### src/hdl/gregorian_day_difference_assert.svh
// Assertion macros for the day-difference RTL.
// Expects i_clk and i_rst_n in the scope of use.
`ifndef GREGORIAN_DAY_DIFFERENCE_ASSERT_SVH
`define GREGORIAN_DAY_DIFFERENCE_ASSERT_SVH

// same-cycle implication, checked out of reset
`define GDD_ASSERT(label, ante, cons) \
    label: assert property (@(posedge i_clk) disable iff (!i_rst_n) (ante) |-> (cons)) \
        else $error("gdd assertion failed");

// next-cycle implication, checked out of reset
`define GDD_ASSERT_NEXT(label, ante, cons) \
    label: assert property (@(posedge i_clk) disable iff (!i_rst_n) (ante) |=> (cons)) \
        else $error("gdd assertion failed");

`endif

### src/hdl/gdd_pkg.sv
// Shared types, constants and calendar tables for the day-difference block.
// No dependencies.
`default_nettype none

package gdd_pkg;

    localparam int unsigned DAY_W  = 6;
    localparam int unsigned MON_W  = 4;
    localparam int unsigned YEAR_W = 14;
    localparam int unsigned YY_W   = 15;   // year + 400, fits 15 bits
    localparam int unsigned Q_W    = 9;    // quotient by 100 of YY_W values
    localparam int unsigned DN_W   = 23;   // day number
    localparam int unsigned CNT_W  = 22;   // day count output
    localparam int unsigned PROD_W = 30;   // reciprocal product

    // x / 100 == (x * DIV100_MUL) >> DIV100_SHIFT for x < 43690
    localparam logic [PROD_W-1:0] DIV100_MUL   = PROD_W'(20972);
    localparam int unsigned       DIV100_SHIFT = 21;

    localparam logic [YEAR_W-1:0] EARLIEST_RESET = YEAR_W'(1582);

    typedef logic [1:0] t_status;
    localparam t_status STATUS_OK = 2'd0;
    localparam t_status BAD_MONTH = 2'd1;
    localparam t_status BAD_DAY   = 2'd2;
    localparam t_status BAD_YEAR  = 2'd3;

    localparam logic [MON_W-1:0] MON_JAN = MON_W'(1);
    localparam logic [MON_W-1:0] MON_FEB = MON_W'(2);
    localparam logic [MON_W-1:0] MON_DEC = MON_W'(12);

    // per-date result out of the date unit
    typedef struct packed {
        t_status         fault;
        logic [DN_W-1:0] dn_hi;
        logic [DN_W-1:0] dn_lo;
    } t_date_res;

    function automatic logic [4:0] month_len(input logic [MON_W-1:0] m, input logic leap);
        logic [4:0] len;
        len = 5'd31;
        unique case (m)
            4'd2:                      len = leap ? 5'd29 : 5'd28;
            4'd4, 4'd6, 4'd9, 4'd11:   len = 5'd30;
            default:                   len = 5'd31;
        endcase
        return len;
    endfunction

    // days before the month in a March-based year
    function automatic logic [8:0] month_offset(input logic [MON_W-1:0] m);
        logic [8:0] off;
        off = 9'd0;
        unique case (m)
            4'd1:    off = 9'd306;
            4'd2:    off = 9'd337;
            4'd3:    off = 9'd0;
            4'd4:    off = 9'd31;
            4'd5:    off = 9'd61;
            4'd6:    off = 9'd92;
            4'd7:    off = 9'd122;
            4'd8:    off = 9'd153;
            4'd9:    off = 9'd184;
            4'd10:   off = 9'd214;
            4'd11:   off = 9'd245;
            4'd12:   off = 9'd275;
            default: off = 9'd0;
        endcase
        return off;
    endfunction

endpackage

`default_nettype wire

### src/hdl/gdd_date_unit.sv
// Two-stage date checker and day-number front end for one date.
// Depends on gdd_pkg.
`default_nettype none

module gdd_date_unit #(
    parameter int unsigned MAX_YEAR = 9999
) (
    input  wire logic                        i_clk,
    input  wire logic [gdd_pkg::DAY_W-1:0]   i_day,
    input  wire logic [gdd_pkg::MON_W-1:0]   i_month,
    input  wire logic [gdd_pkg::YEAR_W-1:0]  i_year,
    input  wire logic [gdd_pkg::YEAR_W-1:0]  i_earliest,
    output gdd_pkg::t_date_res               o_res
);
    import gdd_pkg::*;

    localparam logic [16:0] MaxYearW = 17'(MAX_YEAR);

    // stage 1
    logic [DAY_W-1:0]  r_d;
    logic [MON_W-1:0]  r_m;
    logic [YEAR_W-1:0] r_y;
    logic [YY_W-1:0]   r_yy;
    logic [Q_W-1:0]    r_qy;
    logic [Q_W-1:0]    r_qq;
    logic [8:0]        r_moff;

    logic [YY_W-1:0]   n_yy;
    logic [PROD_W-1:0] prod_y;
    logic [PROD_W-1:0] prod_yy;

    always_comb begin
        n_yy    = YY_W'(i_year) + YY_W'(400) - ((i_month <= MON_FEB) ? YY_W'(1) : YY_W'(0));
        prod_y  = PROD_W'(i_year) * DIV100_MUL;
        prod_yy = PROD_W'(n_yy) * DIV100_MUL;
    end

    always_ff @(posedge i_clk) begin
        r_d    <= i_day;
        r_m    <= i_month;
        r_y    <= i_year;
        r_yy   <= n_yy;
        r_qy   <= prod_y[DIV100_SHIFT +: Q_W];
        r_qq   <= prod_yy[DIV100_SHIFT +: Q_W];
        r_moff <= month_offset(i_month);
    end

    // stage 2: validity and day-number partial sums
    logic [YEAR_W-1:0] hund;
    logic              leap;
    t_status           n_fault;
    logic [DN_W-1:0]   n_hi;
    logic [DN_W-1:0]   n_lo;

    always_comb begin
        hund = YEAR_W'(r_qy) * YEAR_W'(100);
        leap = (r_y[1:0] == 2'b00) && ((r_y != hund) || (r_qy[1:0] == 2'b00));
        priority if (r_m < MON_JAN || r_m > MON_DEC) begin
            n_fault = BAD_MONTH;
        end else if (r_d == '0 || 5'(r_d) > month_len(r_m, leap) || r_d[DAY_W-1]) begin
            n_fault = BAD_DAY;
        end else if (r_y < i_earliest || 17'(r_y) > MaxYearW) begin
            n_fault = BAD_YEAR;
        end else begin
            n_fault = STATUS_OK;
        end
        // yy/4 >= yy/100, so the high part never goes negative
        n_hi = DN_W'(r_yy) * DN_W'(365) + DN_W'(r_yy[YY_W-1:2]) - DN_W'(r_qq);
        n_lo = DN_W'(r_qq[Q_W-1:2]) + DN_W'(r_moff) + DN_W'(r_d) - DN_W'(1);
    end

    always_ff @(posedge i_clk) begin
        o_res.fault <= n_fault;
        o_res.dn_hi <= n_hi;
        o_res.dn_lo <= n_lo;
    end

endmodule

`default_nettype wire

### src/hdl/gregorian_day_difference.sv
// Top level: days between two Gregorian dates, four-stage pipeline.
// Depends on gdd_pkg, gdd_date_unit and gregorian_day_difference_assert.svh.
//
// Usage:
//   A transaction is taken at a rising edge with start high and busy low;
//   busy stays low, so a date pair may be presented every cycle.
//   Each date is given as day, month and year on its own ports.
//   The result (status, bad_date, day_count) is registered in the output
//   register of stage four and is marked by o_strobe for exactly one cycle.
//   Throughput is one transaction per cycle; four register stages:
//   reciprocal divide, date check and partial sums, day-number add, then
//   absolute difference with saturation into the output register.
//   The receiver cannot stall: every result is taken in its strobe cycle.
//   Status 0 ok, 1 bad month, 2 bad day, 3 bad year; the first date is
//   checked before the second, month before day before year.
//   earliest_year is written through i_cfg_we / i_cfg_wdata; the user must
//   write it only while no transaction is in flight; the block has no check.
//   Reset, synchronous and active low, sets it to 1582 and empties the pipe.
`default_nettype none

module gregorian_day_difference #(
    parameter int unsigned MAX_YEAR = 9999
) (
    input  wire logic                        i_clk,
    input  wire logic                        i_rst_n,
    input  wire logic                        start,
    output logic                             busy,
    input  wire logic [gdd_pkg::DAY_W-1:0]   i_first_day,
    input  wire logic [gdd_pkg::MON_W-1:0]   i_first_month,
    input  wire logic [gdd_pkg::YEAR_W-1:0]  i_first_year,
    input  wire logic [gdd_pkg::DAY_W-1:0]   i_second_day,
    input  wire logic [gdd_pkg::MON_W-1:0]   i_second_month,
    input  wire logic [gdd_pkg::YEAR_W-1:0]  i_second_year,
    input  wire logic                        i_cfg_we,
    input  wire logic [gdd_pkg::YEAR_W-1:0]  i_cfg_wdata,
    output logic                             o_strobe,
    output logic [1:0]                       o_status,
    output logic                             o_bad_date,
    output logic [gdd_pkg::CNT_W-1:0]        o_day_count
);
    import gdd_pkg::*;

    `include "gregorian_day_difference_assert.svh"

    assign busy = 1'b0;

    logic [YEAR_W-1:0] r_earliest;
    logic [2:0]        r_vld;

    always_ff @(posedge i_clk) begin
        if (!i_rst_n) begin
            r_earliest <= EARLIEST_RESET;
            r_vld      <= '0;
            o_strobe   <= 1'b0;
        end else begin
            if (i_cfg_we) begin
                r_earliest <= i_cfg_wdata;
            end
            r_vld    <= {r_vld[1:0], start && !busy};
            o_strobe <= r_vld[2];
        end
    end

    t_date_res res1;
    t_date_res res2;

    gdd_date_unit #(.MAX_YEAR(MAX_YEAR)) u_first (
        .i_clk      (i_clk),
        .i_day      (i_first_day),
        .i_month    (i_first_month),
        .i_year     (i_first_year),
        .i_earliest (r_earliest),
        .o_res      (res1)
    );

    gdd_date_unit #(.MAX_YEAR(MAX_YEAR)) u_second (
        .i_clk      (i_clk),
        .i_day      (i_second_day),
        .i_month    (i_second_month),
        .i_year     (i_second_year),
        .i_earliest (r_earliest),
        .o_res      (res2)
    );

    // stage 3: fault priority and full day numbers
    t_status         r_fault;
    logic            r_bad;
    logic [DN_W-1:0] r_dn1;
    logic [DN_W-1:0] r_dn2;

    always_ff @(posedge i_clk) begin
        if (res1.fault != STATUS_OK) begin
            r_fault <= res1.fault;
            r_bad   <= 1'b0;
        end else begin
            r_fault <= res2.fault;
            r_bad   <= (res2.fault != STATUS_OK);
        end
        r_dn1 <= res1.dn_hi + res1.dn_lo;
        r_dn2 <= res2.dn_hi + res2.dn_lo;
    end

    // stage 4: absolute difference, saturate, output
    logic [DN_W-1:0] diff;

    always_comb begin
        diff = (r_dn1 >= r_dn2) ? (r_dn1 - r_dn2) : (r_dn2 - r_dn1);
    end

    always_ff @(posedge i_clk) begin
        o_status   <= r_fault;
        o_bad_date <= r_bad;
        if (r_fault != STATUS_OK) begin
            o_day_count <= '0;
        end else if (diff[DN_W-1:CNT_W] != '0) begin
            o_day_count <= '1;
        end else begin
            o_day_count <= diff[CNT_W-1:0];
        end
    end

    `GDD_ASSERT(a_strobe_src, o_strobe, $past(start, 4))
    `GDD_ASSERT(a_fail_zero, o_strobe && o_status != STATUS_OK, o_day_count == '0)
    `GDD_ASSERT(a_ok_first, o_strobe && o_status == STATUS_OK, !o_bad_date)
    `GDD_ASSERT_NEXT(a_pipe_step, r_vld[2], o_strobe)

endmodule

`default_nettype wire

### config.mk
export PLATFORM = sky130hd
export DESIGN_NAME = gregorian_day_difference
export DESIGN_NICKNAME = d
export VERILOG_FILES = /design/src/hdl/gdd_pkg.sv /design/src/hdl/gdd_date_unit.sv /design/src/hdl/gregorian_day_difference.sv
export VERILOG_INCLUDE_DIRS = /design/src /design/src/hdl
export SDC_FILE = /design/constraint.sdc
export NUM_CORES = 2
export LEC_CHECK = 0
export BUFFER_PORTS_ARGS = -buffer_cell sky130_fd_sc_hd__buf_2
export CAP_MARGIN = 20
export CORE_ASPECT_RATIO = 0.7
export CORE_MARGIN = 4
export CORE_UTILIZATION = 65
export DETAILED_ROUTE_END_ITERATION = 6
export GPL_TIMING_DRIVEN = 0
export HOLD_SLACK_MARGIN = 0.15
export PLACE_DENSITY = 0.82
export SYNTH_ARGS = -nofsm -noshare
export SYNTH_HDL_FRONTEND = slang
export SYNTH_SLANG_ARGS = --single-unit
### constraint.sdc
create_clock -name i_clk -period 26.4 [get_ports i_clk]
set_input_delay 3.96 -clock i_clk [delete_from_list [all_inputs] [get_ports i_clk]]
set_output_delay 3.96 -clock i_clk [all_outputs]
set_load 0.05 [all_outputs]
==> run summary <==
Status: finished clean
Startpoint Class: primary input
TNS Setup: 0 ns
Initial antenna violation count: 3
Slew Limit Fails: 0
Io pins: 93
PortBufs: 91
Post-route ant nets: 0
Final routed DRC violation total: 0
Max_slew headroom: 24.5%
Slowest cell delay on critical path: 0.55 ns
Worst Path Max Fanout: 9
Grt total ovfl: 0
Crit path time final: 12.02 ns
Inserted Clock Buffers: 35
Filler cell count: 4066
Final Hold Fails: 0
Post-Syn Area: 0.0372 mm2
Vias per inst: 5.40
Largest net degree at the start of global routing: 16
All-Layer GR Usage: 26.4%
Reg area: 0.00621 mm2
Core area: 0.0567 mm2
Via count: 25451
Commonest non-fill, non-tap cell in the layout: inv_1
RSZ-0062 raised after global routing: false
Hpwl dp: 66800 um
Hold_buf cts: 0
Root Buffer: clkbuf_16
Gp weighted congestion: 0.948
Least-Margin Pin Slew: 1.12 ns
CTS tree: yes
Footprint of the multi-input gates: 0.0272 mm2
Max frequency: 83.2 MHz
Library cells used by synthesis: 82
DR iter-0 viols: 1415
Die span in x: 294 um
Worst Path Required: 26.83 ns
Skew-Pair Late Insertion Delay: 0.55 ns
CTS HTree Levels: 2
Crit path top cell by count: inv_1
P&R area growth vs syn: 7.13%
Post-cts resize count: 0
Longest Clk Path Bufs: 3
Row Count: 73
Fraction of layout cells with a size suffix above 1: 5.47%
Fin crit share: 45.5%
Crit. End Element: flip-flop
Register area share after synthesis: 16.7%
Synth top area cells: ha_1, fa_1, dfxtp_1
Top cell type's share of synthesized area: 27.3%
Drt total wl: 78300 um
Most frequent cells in the layout: inv_1, ha_1, fa_1
Slowest cell on crit path: fa_1
Drt first pass iters: 6
First-pass GRT wire length: 132000 um
Setup Viol. Count Final: 0
Crit path kind: in -> reg
Post-Syn Nets: 5125
Max-Cap Viols: 0
Die Ht: 208 um
Worst hold path class: reg -> reg
Mapped Cells: 3810
Initial Util: 65.6%
Worst hold slack: 0.408 ns
Seq cells post-synth: 310
Worst-path clk slew: 0.06 ns
Post-synth EDFFs: 0
Clock skew: 0.0148 ns
Leading area contributor after synthesis: ha_1
NumNets Final: 5254
Die area: 0.0612 mm2
Post-CTS setup buffers: 0
WL/cell: 16.6 um
Post-synth ARST share: 0%
Clock sink count: 310
Warnings, synthesis: 0
Primary FF master, synth: dfxtp_1
Vias in the first global route: 26589
Data arrival, critical path: 12.45 ns
Syn Area/Cell: 9.76 um2
cells in the mapped netlist, types with 4 or more instances:
cell type	number
a21boi_0	9
nor3_1	39
o211ai_1	19
nand3_1	49
o41ai_1	5
o21a_1	29
o31ai_1	15
o21bai_1	29
nand2b_1	31
a211oi_1	25
clkbuf_1	12
and3_1	13
a221oi_1	4
buf_2	14
nand4_1	14
or3_1	15
xor2_1	58
mux4_2	4
nand2_1	69
a21oi_2	12
o21ai_1	6
o21ai_0	76
a31oi_1	12
xnor2_1	178
ha_1	812
a211o_1	7
or4_1	5
fa_1	437
o22ai_1	9
o2111ai_1	5
and2_1	11
nor2_1	110
a21oi_1	161
nor2b_1	33
inv_1	962
nor4_1	9
a21o_1	102
mux2i_1	16
dfxtp_1	310
or2_2	12
a31o_2	6
per-layer routing:
metal / GRT usage, % / part of all wire [%] / up-vias
li1: - / - / 12496
met1: 38.6 / 48 / 12258
met2: 40.8 / 43 / 582
met3: 5.11 / 6.0 / 113
met4: 5.81 / 2.2 / 2
met5: 0 / 0.017 / -
worst max-delay path: cells and delay by family:
family / cells / cell delay, ns
AO/OA/AOI/OAI: 10 / 2.41
buffers and inverters: 9 / 0.90
AND/OR/NAND/NOR: 6 / 1.18
XOR/XNOR: 2 / 0.56
adder cells (fa/ha/maj): 9 / 3.42
sequential cells by signal (all words and copies together), names as in the netlist, 9 cells and up:
name,count
u_second.r_y,14
u_first.r_yy,15
o_day_count,22
u_second.r_moff,9
r_dn2,23
r_earliest,14
u_second.r_yy,15
u_first.r_moff,9
u_second.r_qq,9
u_second.o_res,44
u_first.r_y,14
r_dn1,23
u_first.r_qq,9
u_first.o_res,44
kinds of logic after synthesis:
group	after synthesis	synth area share [%]
buf+inv	993	10.2
compound gates	566	10.1
mux	22	0.734
simple gates	433	5.93
other cells	1	0.0101
xor+xnor	236	5.56
flops	310	16.7
fa+ha+maj	1249	50.9
layout make-up:
| cell class | count | area share, % |
|---|---|---|
| Clock buffer | 45 | 2.47 |
| Timing Repair Buffer | 92 | 1.16 |
| Buffer | 31 | 0.411 |
| Clock inverter | 19 | 0.669 |
| Multi-Input combinational cell | 2507 | 68.3 |
| Inverter | 962 | 9.06 |
| Antenna cell | 1 | 0.00628 |
| Sequential cell | 310 | 15.6 |
| Tap cell | 750 | 2.36 |
metrics by stage:
stage	util [%]	instances	worst slack (ns)	cell area (um2)
6_report	70.2	4717	14.38	39800
2_1_floorplan	-	3810	15.05	37200
3_5_place_dp	68.0	4651	13.85	38600
3_3_place_gp	68.0	4651	14.04	38600
5_1_grt	70.2	4717	13.86	39800
4_1_cts	70.2	4715	14.37	39800
worst paths after layout:
check / start / to / slack [ns] / cells after the start
max: i_second_month[3] / u_second.r_qq[8] / 14.38 / 36
min: r_fault[0] / o_status[0] / 0.41 / 0
max reg2reg: u_first.r_yy[4] / u_first.o_res[45] / 20.63 / 20
min reg2reg: r_fault[0] / o_status[0] / 0.41 / 0
Power is left out: the tool's default activity adds up to more than one toggle a clock period on the data nets, which glitch-free logic cannot reach.
